**src/design/tabq_pkg.sv**
```systemverilog
package tabq_pkg;

	localparam int SAMPLE_BITS = 16;
	localparam int COEF_BITS = 18;
	localparam int NUM_ACCEL = 3;
	localparam int NUM_GYRO = 3;
	localparam int DATA_BITS = (NUM_ACCEL + NUM_GYRO) * SAMPLE_BITS;
	localparam int GYRO_BITS = NUM_GYRO * SAMPLE_BITS;
	localparam int CFG_IDX_BITS = 2;

	localparam int AXES_DEFAULT = 3;
	localparam int FRAC_BITS_DEFAULT = 16;

	localparam logic [CFG_IDX_BITS-1:0] REG_B0 = 2'd0;
	localparam logic [CFG_IDX_BITS-1:0] REG_A1 = 2'd1;
	localparam logic [CFG_IDX_BITS-1:0] REG_A2 = 2'd2;

	typedef struct packed {
		logic load_in;
		logic mul;
		logic upd;
		logic acc;
		logic load_out;
	} ctrl_cmd_t;

endpackage

```
**src/design/tabq_ctrl.sv**
```systemverilog
module tabq_ctrl
	import tabq_pkg::*;
(
	input  logic      clk,
	input  logic      arst_n,
	input  logic      s_tvalid,
	output logic      s_tready,
	output logic      m_tvalid,
	input  logic      m_tready,
	output ctrl_cmd_t cmd
);

	localparam logic [2:0] ST_IDLE = 3'd0;
	localparam logic [2:0] ST_MUL  = 3'd1;
	localparam logic [2:0] ST_UPD  = 3'd2;
	localparam logic [2:0] ST_ACC  = 3'd3;
	localparam logic [2:0] ST_OUT  = 3'd4;

	logic [2:0] state_q;
	logic [2:0] state_next;
	logic       out_valid_q;
	logic       out_free;
	logic       in_acc;

	assign out_free = !out_valid_q || m_tready;
	assign s_tready = (state_q == ST_IDLE) || ((state_q == ST_OUT) && out_free);
	assign in_acc = s_tvalid && s_tready;
	assign m_tvalid = out_valid_q;

	always_comb begin
		cmd.load_in  = in_acc;
		cmd.mul      = (state_q == ST_MUL);
		cmd.upd      = (state_q == ST_UPD);
		cmd.acc      = (state_q == ST_ACC);
		cmd.load_out = (state_q == ST_OUT) && out_free;
	end

	always_comb begin
		state_next = state_q;
		case (state_q)
			ST_IDLE: begin
				if (in_acc)
					state_next = ST_MUL;
			end
			ST_MUL: state_next = ST_UPD;
			ST_UPD: state_next = ST_ACC;
			ST_ACC: state_next = ST_OUT;
			ST_OUT: begin
				if (out_free)
					state_next = in_acc ? ST_MUL : ST_IDLE;
			end
			default: state_next = ST_IDLE;
		endcase
	end

	always_ff @(posedge clk or negedge arst_n) begin
		if (!arst_n) begin
			state_q <= ST_IDLE;
			out_valid_q <= 1'b0;
		end else begin
			state_q <= state_next;
			if (cmd.load_out)
				out_valid_q <= 1'b1;
			else if (m_tready)
				out_valid_q <= 1'b0;
		end
	end

`ifndef SYNTHESIS
	a_accept_starts_item: assert property (@(posedge clk) disable iff (!arst_n)
		in_acc |=> state_q == ST_MUL)
		else $error("accepted beat did not start the multiply step");
	a_acc_after_upd: assert property (@(posedge clk) disable iff (!arst_n)
		state_q == ST_ACC |-> $past(state_q) == ST_UPD)
		else $error("feedforward step entered out of order");
	a_stall_holds_out: assert property (@(posedge clk) disable iff (!arst_n)
		(state_q == ST_OUT && !out_free) |=> state_q == ST_OUT)
		else $error("result left output step while output register was full");
	a_load_sets_valid: assert property (@(posedge clk) disable iff (!arst_n)
		cmd.load_out |=> out_valid_q)
		else $error("loaded result not presented");
`endif

endmodule

```
**config.mk**
```make
export PLATFORM = sky130hd
export DESIGN_NAME = tabq_ctrl
export DESIGN_NICKNAME = d
export VERILOG_FILES = /design/src/design/tabq_pkg.sv /design/src/design/tabq_ctrl.sv
export SDC_FILE = /design/constraint.sdc
export NUM_CORES = 1
export LEC_CHECK = 0
export CAP_MARGIN = 5
export CORE_AREA = 4 4 41 43
export DETAILED_ROUTE_END_ITERATION = 8
export DIE_AREA = 0 0 45 47
export DONT_BUFFER_PORTS = 1
export SLEW_MARGIN = 20
export SYNTH_ARGS = -nofsm -noshare
export SYNTH_HDL_FRONTEND = slang
export SYNTH_SLANG_ARGS = --single-unit
```
**constraint.sdc**
```tcl
create_clock -name clk -period 1.4 [get_ports clk]
set_clock_uncertainty 0.15 [all_clocks]
set_input_delay 0.14 -clock clk [delete_from_list [all_inputs] [get_ports clk]]
set_output_delay 0.14 -clock clk [all_outputs]
set_load 0.01 [all_outputs]
```
Word level (Yosys, flattened, before mapping):

Cells that the tools add are included.

* flip-flop bits (word level): 4
* latch bits: 0
* bits in writable memories: 0
* memory bits (read-only): 0
* bits of input ports: 4
* output and inout bits: 7
* word-level logic and storage cells: 22
* memories kept: 0

* add/subtract/negate cells: 0
* $mul: 0
* div/mod/pow operators: 0
* $lt $le $gt $ge: 0
* equal/unequal tests: 6
* shift-type cells: 0
* multiplexer cells: 6
* bitwise logic cells: 0
* reductions and logical operators: 8

Operators by type and width (count)
* $pmux 3 s5: 1
* $eq 3x2->1 const B: 2
* $mux 3: 2
* $ne 2x2->1 const B: 2
* $eq 3x1->1 const B: 1
* $eq 3x3->1 const B: 1
* $logic_not 3->1: 1
* $mux 1: 3
* $logic_and 1x1->1: 2
* $logic_or 1x1->1: 2
* $reduce_and 2->1: 1
* $reduce_bool 2->1: 1
* $logic_not 1->1: 1

Logic depth before layout (Yosys ltp):

Gate-level depths: netlist of the first run.

* word-level depth: 8
* depth in mapped cells: 4
* depth with buffers taken out: 3

Worst setup path before layout of the first run:

OpenSTA, ideal clock, no wires.

* kind: register to output
* start: register out_valid_q, in the netlist m_tvalid
* end: output cmd[4] (netlist bit)
* arrival: 1.067 ns
* data required time: 1.110 ns
* slack: 0.043 ns
* cell stages (with the launch flop): 5
* path buffers: 1
* cell sequence: dfrtp_1 > nor2b_1 > a21boi_2 > and2_1 > buf_4

* cells in the longest elaborated chain, start to end: 5

Ends and longest elaborated chain
* from (decl): line tabq_ctrl.sv:21 `logic out_valid_q;`
* from (signal assigned): line tabq_ctrl.sv:59 `out_valid_q <= 1'b0;`
* from (signal assigned): line tabq_ctrl.sv:63 `out_valid_q <= 1'b1;`
* from (signal assigned): line tabq_ctrl.sv:65 `out_valid_q <= 1'b0;`
* $logic_not 1->1: line tabq_ctrl.sv:25 `assign out_free = !out_valid_q || m_tready;`
* $logic_or 1x1->1: line tabq_ctrl.sv:25
* $logic_and 1x1->1: line tabq_ctrl.sv:26 `assign s_tready = (state_q == ST_IDLE) || ((state_q == ST_OUT) && out_free);`
* $logic_or 1x1->1: line tabq_ctrl.sv:26
* named net s_tready: line tabq_ctrl.sv:7 `output logic s_tready,`
* $logic_and 1x1->1: line tabq_ctrl.sv:27 `assign in_acc = s_tvalid && s_tready;`
* to (decl): line tabq_ctrl.sv:10 `output ctrl_cmd_t cmd`

The timed path passes the listed nets, and every way through them passes these cells.

==> results of run 1 <==
[what timing repair did]
action | in CTS | in global routing
setup buffers | 4 | 5
setup endpoints to repair | 4 | 4
pin swaps | 2 | 1
gates resized for setup | 8 | 4
hold endpoints to repair | 6 | 1
[layout make-up]
class	instances	area (um^2)
fill	147	906
multi-input combinational	16	144
timing repair buffer	13	106
sequential	4	104
clock buffer	3	22.5
tap	15	18.8
[placed cells by master, fill, tap and decap left out, types with 2 or more instances in the layout]
cell	count
buf_4	10
clkbuf_4	3
dfrtp_2	3
dlygate4sd3_1	2
nor2_1	3
[cells by family (layout without fill, tap and decap cells)]
group	count (synthesis)	in the layout	share of synthesized area, %
buf+inv	1	16	3.53
flops	4	4	47.1
simple gates	12	12	32.4
xor+xnor	1	1	4.12
compound gates	3	3	12.9
[power groups by stage]
stage / Combinational (mW) / Sequential (mW) / Clock [mW]
6_report: 0.560 / 0.288 / 0.147
5_1_grt: 0.605 / 0.302 / 0.158
4_1_cts: 0.427 / 0.279 / 0.154
3_5_place_dp: 0.287 / 0.267 / 0
3_3_place_gp: 0.279 / 0.265 / 0
2_1_floorplan: 0.223 / 0.248 / 0
[worst max-delay path, stage by stage (launching register included)]
cell and delay (ns):
dfrtp_2 0.43, nor2_4 0.13, a21boi_4 0.18, and2_4 0.16
[synthesized netlist by cell type (all sizes together)]
cell | number | area (um^2)
nand2b | 1 | 6.26
and2 | 1 | 6.26
buf | 1 | 7.51
o21a | 1 | 7.51
nor2 | 4 | 17.5
nor2b | 1 | 6.26
nand2 | 1 | 3.75
nor3 | 1 | 5.00
a21boi | 1 | 11.3
dfrtp | 4 | 100
a31o | 1 | 8.76
and3b | 1 | 8.76
nor3b | 2 | 15.0
xnor2 | 1 | 8.76
[state kept, by name (all words and copies together), names as in the netlist]
register / flops
m_tvalid: 1
state_q: 3
[routing by layer]
| layer | wire length, um | track usage, % | up-vias | part of all wire (%) |
|---|---|---|---|---|
| met3 | 63 | 5.36 | 2 | 11 |
| met2 | 258 | 10.2 | 9 | 43 |
| met4 | 12 | 3.51 | 0 | 2.0 |
| met5 | 0 | 0 | - | 0 |
| li1 | - | - | 102 | - |
| met1 | 264 | 7.53 | 94 | 44 |
[how the worst max path moves through the flow]
stage | start | endpoint | slack, ns | depth (start not counted)
after global routing | state_q[1]$_DFFE_PN0P_ | cmd[4] | -0.07 | 3
after floorplan | m_tvalid$_DFFE_PN0P_ | cmd[4] | 0.04 | 4
final | state_q[1]$_DFFE_PN0P_ | cmd[4] | -0.02 | 3
after global placement | m_tvalid$_DFFE_PN0P_ | cmd[4] | 0.10 | 3
after detailed placement | m_tvalid$_DFFE_PN0P_ | cmd[4] | 0.07 | 3
after CTS | state_q[1]$_DFFE_PN0P_ | cmd[4] | -0.04 | 3
==> impl_metrics.csv, run 1 <==
group,metric,value,unit
route,ant_nets,0,
global_route,antenna_found_initial,0,
setup_path,r2r-end,"state_q[0]$_DFFE_PN0P_",
finish,layout-drive-gt1-share,63.9,%
clock_network,worst_skew_pair.late_latency,0.24,ns
setup_path,r2r-start,"state_q[1]$_DFFE_PN0P_",
synthesis,syn_area_per_cell,10.1,um^2
clock_network,cts_tree,"done",
pwr,clkPwrFrac,14.8,%
sta,hold_ws,-0.0378,ns
synthesis,ys_warn_count,0,
setup_path,critPathArrivalTime,1.13,ns
sta,rsz0062_at_grt,"yes",
sta,setup_tns,-0.0238,ns
route,totalWireLength,599,um
place,pre_cts_ws,0.0706,ns
die,dieWidth,45,um
route,drt-initial-drc-count,1,
sta,fmax,702,MHz
pwr,p_switching,360,uW
die,core.rowCount,13,
place,place_area,239,um^2
run,cap_violations,0,
finish,final_cells,51,
route,wire_per_inst,11.7,um
outcome,violations,"hold timing, setup timing",
clock_network,htreeDepth,1,
synthesis,yosysSeqAreaShare,47.1,%
setup_path,crit_path_start_kind,"flop",
die,core,1300,um^2
sta,fin_crit_sh,102,%
global_route,grt_pass1_vias,214,
finish,stdcell_area,395,um^2
sta,slew_violations,0,
pwr,finalPower,995,uW
setup_path,end_kind,"output port",
place,hpwl,367,um
synthesis,syn_area,213,um^2
clock_network,cts-root-buf,"clkbuf_4",
synthesis,synth_nets,25,
sta,fin_crit,1.42,ns
worst_hold_path,min_from,"m_tready",
finish,diodes,0,
synthesis,synth_seq_cells,4,
clock_network,clock-sinks,4,
clock_network,ctsHoldBuffers,2,
setup_path,critPathMaxFanout,4,
global_route,grt_first_pass_wirelength,993,um
route,via_count,207,
sta,setup_ws,-0.0238,ns
die,dieArea,2120,um^2
pwr,p_seq_share,29.0,%
die,initial_core_util,16.3,%
pwr,p_sw_share,36.2,%
place,portBuffers,0,
clock_network,cts_inserted_buffers,3,
sta,worstMarginPinSlew,0.221,ns
clock_network,clk_pin_slew,0.04,ns
synthesis,syn_inst,21,
route,first_pass_iters,4,
global_route,track_usage,7.04,%
route,drc_errors,0,
sta,final_hold_viol_count,1,
clock_network,clk_path_buf_depth,2,
global_route,grt_max_degree,9,
synthesis,synth.distinct_cells,15,
die,die_y,47,um
worst_hold_path,hold_end,"m_tvalid$_DFFE_PN0P_",
global_route,overflow,0,
pwr,leakagePower,0.182,nW
die,io_pins,11,
finish,syn_to_final_growth,85.9,%
setup_path,required,1.11,ns
pwr,peakVddDrop,0.648,mV
finish,nets,42,
setup_path,regToRegSetupSlack,0.17,ns
finish,final_util,30.4,%
place,place.gp.congestion,0.625,
route,vias_per_cell,4.06,
setup_path,worstSetupPathType,"flop to output port",
worst_hold_path,min-delay-path-class,"primary input to flop",
pwr,p_int,635,uW
outcome,status,"finished, violations left",
sta,slew_headroom,85.2,%
pwr,p_comb_share,56.3,%
pwr,pwr_density_cell,2520,nW/um^2
setup_path,rr_worst_depth,4,
place,dp_cells,37,
sta,finalSetupViolations,1,
worst_hold_path,hold_depth,2,
Power figures use the tool's default switching activity.
==> inputs of run 2 (changes only) <==
--- a/config.mk
+++ b/config.mk
@@ -5,7 +5,7 @@
 export SDC_FILE = /design/constraint.sdc
 export NUM_CORES = 1
 export LEC_CHECK = 0
-export CAP_MARGIN = 5
+export ABC_CLOCK_PERIOD_IN_PS = 1400
 export CORE_AREA = 4 4 41 43
 export DETAILED_ROUTE_END_ITERATION = 8
 export DIE_AREA = 0 0 45 47
==> constraint.sdc (replaced) <==
create_clock -name clk -period 1.4 [get_ports clk]
set_clock_uncertainty 0.15 [all_clocks]
set_input_delay 0.07 -clock clk [delete_from_list [all_inputs] [get_ports clk]]
set_output_delay 0.07 -clock clk [all_outputs]
set_load 0.01 [all_outputs]
==> run 2 against run 1 <==
  * The run now ends clean
  * Clock power hardly changed
  * Via count is 7.2% lower
  * Critical path depth stayed put
  * Sequential share of layout area is 5.6 points higher
  * First-iteration DRC count is 100% lower
  * Cell area is 19% lower
  * Power is 24% lower
  * Non-clock buffer count is 6 lower
  * Combinational power is 40% lower
==> impl_metrics.csv, run 2 (synthesized netlist as in run 1, its figures left out) <==
group,metric,value,unit
outcome,status,"completed",
place,place.gp.congestion,0.609,
finish,diodes,0,
die,initial_core_util,16.3,%
sta,fin_crit_sh,99.1,%
sta,hold_ws,0.125,ns
route,vias_per_cell,4.27,
sta,finalSetupViolations,0,
finish,layout-drive-gt1-share,40.0,%
clock_network,clock-sinks,4,
route,totalWireLength,505,um
clock_network,worst_skew_pair.late_latency,0.23,ns
route,wire_per_inst,11.2,um
sta,slew_violations,0,
run,cap_violations,0,
route,ant_nets,0,
pwr,finalPower,756,uW
place,place_area,239,um^2
route,first_pass_iters,1,
finish,largest_register_ffs,3,
clock_network,cts_inserted_buffers,3,
die,core.rowCount,13,
route,drt-initial-drc-count,0,
sta,fin_crit,1.39,ns
die,core,1300,um^2
clock_network,cts-root-buf,"clkbuf_4",
worst_hold_path,min-delay-path-class,"primary input to output port",
finish,stdcell_area,322,um^2
setup_path,critPathMaxFanout,7,
place,portBuffers,0,
clock_network,clk_path_buf_depth,2,
finish,nets,36,
die,die_y,47,um
die,dieArea,2120,um^2
sta,setup_ws,0.0122,ns
global_route,overflow,0,
setup_path,required,1.18,ns
route,via_count,192,
global_route,grt_pass1_vias,212,
finish,final_cell_mix,"dlygate4sd3_1 (4), nor2_1 (3), clkbuf_4 (3), buf_4 (3)",
place,pre_cts_ws,0.209,ns
setup_path,end_kind,"output port",
sta,fmax,721,MHz
clock_network,clk_pin_slew,0.04,ns
finish,largest-register,"state_q",
finish,final_common_cell,"dlygate4sd3_1",
finish,final_cells,45,
clock_network,htreeDepth,1,
sta,final_hold_viol_count,0,
global_route,grt_first_pass_wirelength,869,um
global_route,antenna_found_initial,0,
pwr,pwr_density_cell,2350,nW/um^2
sta,setup_tns,0,ns
sta,worstMarginPinSlew,0.425,ns
global_route,grt_max_degree,9,
route,drc_errors,0,
finish,fillers,146,
global_route,track_usage,6.50,%
sta,rsz0062_at_grt,"yes",
setup_path,crit_path_start_kind,"flop",
pwr,peakVddDrop,0.387,mV
sta,slew_headroom,71.6,%
die,dieWidth,45,um
finish,final_util,24.7,%
finish,syn_to_final_growth,51.2,%
setup_path,worstSetupPathType,"flop to output port",
pwr,leakagePower,0.140,nW
clock_network,cts_tree,"done",
place,dp_cells,37,
die,io_pins,11,
setup_path,critPathArrivalTime,1.17,ns
## run 2: cell types whose count changed in the layout (fill, tap and decap cells not counted), sizes merged
cell | before | now
buf | 11 | 3
dlygate4sd3 | 2 | 4
## run 2: area by class of cell
cell class / instances / area, um^2 / share of cell area (%)
multi-input combinational: 16 / 115 / 35.8
clock buffer: 3 / 22.5 / 7.00
tap: 15 / 18.8 / 5.84
sequential: 4 / 103 / 31.9
timing repair buffer: 7 / 62.6 / 19.5
## run 2: repair_timing
item | 4_1_cts | 5_1_grt
endpoints found under the hold margin | 7 | 0
resized for setup | 5 | 0
setup buffers | 0 | 1
hold buffers | 4 | 0
pin swaps | 0 | 2
setup endpoints to repair | 1 | 5
## run 2: layer usage
| metal | track usage (%) | vias up | part of all wire [%] |
|---|---|---|---|
| li1 | - | 88 | - |
| met1 | 5.75 | 89 | 35 |
| met2 | 8.47 | 11 | 44 |
| met3 | 3.45 | 4 | 15 |
| met4 | 10.5 | 0 | 5.3 |
| met5 | 0 | - | 0 |
## run 2: path summary, 6_finish.rpt
check,startpoint,end,cells after the start,slack (ns)
max in group asynchronous,arst_n,state_q[0]$_DFFE_PN0P_,2,0.43
max reg2reg,state_q[2]$_DFFE_PN0P_,state_q[2]$_DFFE_PN0P_,2,0.22
max,state_q[1]$_DFFE_PN0P_,cmd[4],3,0.01
min reg2reg,state_q[0]$_DFFE_PN0P_,state_q[0]$_DFFE_PN0P_,1,0.39
min,s_tvalid,cmd[4],1,0.12
min in group asynchronous,arst_n,state_q[2]$_DFFE_PN0P_,2,0.49
## run 2: report_power, final
group	switching, mW	leakage [nW]	internal (mW)
combinational	0.150	0.0775	0.186
sequential	0.0967	0.0489	0.178
clock	0.0492	0.0138	0.0960
total	0.296	0.140	0.460
## run 2: worst max-delay path: stages, from the launching register on
cell	delay, ns
dfrtp_2	0.45
nor2_4	0.13
a21boi_2	0.18
and2_4	0.17
==> inputs of run 3 (changes only) <==
--- a/config.mk
+++ b/config.mk
@@ -10,6 +10,7 @@
 export DETAILED_ROUTE_END_ITERATION = 8
 export DIE_AREA = 0 0 45 47
 export DONT_BUFFER_PORTS = 1
+export REMOVE_ABC_BUFFERS = 1
 export SLEW_MARGIN = 20
 export SYNTH_ARGS = -nofsm -noshare
 export SYNTH_HDL_FRONTEND = slang
==> run 3 against run 2 <==
  * Utilization up 0.38 points
  * Hold slack lost 0.0032 ns
  * First-iteration DRC count is 1 higher
  * Combinational power grew 2%
  * Fmax up 3.1%
  * Register-to-register slack got worse by 0.08 ns
  * Sequential share of layout area is 0.49 points lower
  * Wire length down 11%
  * Worst setup slack gained 0.041 ns
  * Flip-flop and latch count unchanged
  * Power fell by 0.35%
  * Cell count shrank 2.2%
  * Largest cell class unchanged
==> impl_metrics.csv, run 3 (synthesized netlist as in run 1, its figures left out) <==
group,metric,value,unit
sta,setup_tns,0,ns
finish,final_cell_mix,"dlygate4sd3_1 (4), nor2_1 (3), clkbuf_4 (3)",
finish,final_cells,44,
die,die_y,47,um
route,drt-initial-drc-count,1,
finish,fillers,142,
finish,final_util,25.1,%
die,initial_core_util,16.3,%
global_route,grt_max_degree,9,
route,drc_errors,0,
finish,largest_register_ffs,3,
place,place.gp.congestion,0.576,
sta,setup_ws,0.0537,ns
setup_path,cp_cell_sequence,"nor2_4, a21boi_4, and2_4",
route,via_count,164,
die,dieWidth,45,um
pwr,pwr_density_cell,2310,nW/um^2
global_route,grt_pass1_vias,156,
sta,worstMarginPinSlew,0.425,ns
finish,syn_to_final_growth,53.5,%
global_route,overflow,0,
sta,fmax,743,MHz
setup_path,critPathArrivalTime,1.13,ns
worst_hold_path,hold_depth,1,
finish,diodes,0,
global_route,track_usage,4.67,%
place,portBuffers,0,
die,io_pins,11,
setup_path,slowest_delay,0.45,ns
run,cap_violations,0,
clock_network,clock-sinks,4,
route,wire_per_inst,10.2,um
clock_network,clk_path_buf_depth,2,
global_route,grt_first_pass_wirelength,600,um
sta,rsz0062_at_grt,"yes",
clock_network,cts-root-buf,"clkbuf_4",
setup_path,worstSetupPathType,"flop to output port",
setup_path,rr_worst_depth,3,
pwr,leakagePower,0.139,nW
die,dieArea,2120,um^2
clock_network,cts_inserted_buffers,3,
global_route,antenna_found_initial,0,
die,core.rowCount,13,
route,vias_per_cell,3.73,
outcome,status,"completed",
pwr,peakVddDrop,0.460,mV
clock_network,clk_pin_slew,0.03,ns
finish,nets,35,
route,totalWireLength,450,um
sta,finalSetupViolations,0,
die,core,1300,um^2
setup_path,crit_slowest_cell,"dfrtp_2",
setup_path,critPathMaxFanout,7,
sta,slew_headroom,71.6,%
sta,slew_violations,0,
worst_hold_path,min-delay-path-class,"primary input to output port",
finish,largest-register,"state_q",
clock_network,htreeDepth,1,
sta,fin_crit,1.35,ns
sta,fin_crit_sh,96.2,%
clock_network,cts_tree,"done",
place,pre_cts_ws,0.171,ns
setup_path,crit_path_start_kind,"flop",
finish,layout-drive-gt1-share,37.9,%
sta,final_hold_viol_count,0,
place,dp_cells,36,
setup_path,required,1.18,ns
route,ant_nets,0,
route,first_pass_iters,2,
clock_network,worst_skew_pair.late_latency,0.23,ns
setup_path,end_kind,"output port",
pwr,finalPower,753,uW
finish,final_common_cell,"dlygate4sd3_1",
-- run 3: cell count changes in the layout (fill, tap and decap cells not counted) --
cell,delta
a21boi_2,-1
buf_4,-1
nor2b_2,-1
a21boi_4,+1
nor2b_4,+1
-- run 3: stage by stage --
stage | instance area, um^2 | hold slack (ns)
2_1_floorplan | 205 | -0.376
3_3_place_gp | 231 | -0.375
3_5_place_dp | 231 | -0.375
4_1_cts | 305 | 0.115
5_1_grt | 327 | 0.124
6_report | 327 | 0.121
-- run 3: per-layer routing --
| metal | up-vias | share of wire (%) | GRT usage [%] |
|---|---|---|---|
| met5 | - | 0 | 0 |
| met2 | 5 | 57 | 7.63 |
| met3 | 0 | 8.7 | 2.30 |
| li1 | 86 | - | - |
| met4 | 0 | 0 | 7.02 |
| met1 | 73 | 34 | 3.20 |
-- run 3: final cells by class --
cell class                 count  area [um^2]  area share [%]
sequential                     4          103            31.4
timing repair buffer           6         55.1            16.9
tap                           15         18.8            5.75
clock buffer                   3         22.5            6.90
multi-input combinational     16          128            39.1
-- run 3: worst paths after layout --
path | slack [ns] | to | from
worst max-delay path | 0.05 | cmd[4] | state_q[1]$_DFFE_PN0P_
worst min-delay path | 0.12 | cmd[4] | s_tvalid
worst max register to register | 0.14 | state_q[2]$_DFFE_PN0P_ | state_q[0]$_DFFE_PN0P_
worst min register to register | 0.46 | state_q[0]$_DFFE_PN0P_ | state_q[0]$_DFFE_PN0P_
max in group asynchronous | 0.43 | state_q[0]$_DFFE_PN0P_ | arst_n
min in group asynchronous | 0.49 | state_q[2]$_DFFE_PN0P_ | arst_n
-- run 3: worst max-delay path, delay by kind of cell, from the launching register on --
kind,cells,cell delay (ns)
AO/OA/AOI/OAI,1,0.18
flip-flops,1,0.45
AND/OR/NAND/NOR,2,0.27
-- run 3: what timing repair did --
item / 4_1_cts / 5_1_grt
gates resized for setup: 4 / 3
hold buffers: 4 / 0
endpoints found under the hold margin: 7 / 0
pin swaps: 1 / 3
endpoints found under the setup margin: 2 / 2
setup buffers: 0 / 1
cloned: 0 / 0
-- run 3: power breakdown --
| group | total [mW] | leakage (nW) | switching [mW] | internal, mW |
|---|---|---|---|---|
| clock | 0.135 | 0.0138 | 0.0394 | 0.0953 |
| sequential | 0.276 | 0.0489 | 0.0983 | 0.178 |
| combinational | 0.342 | 0.0767 | 0.152 | 0.190 |
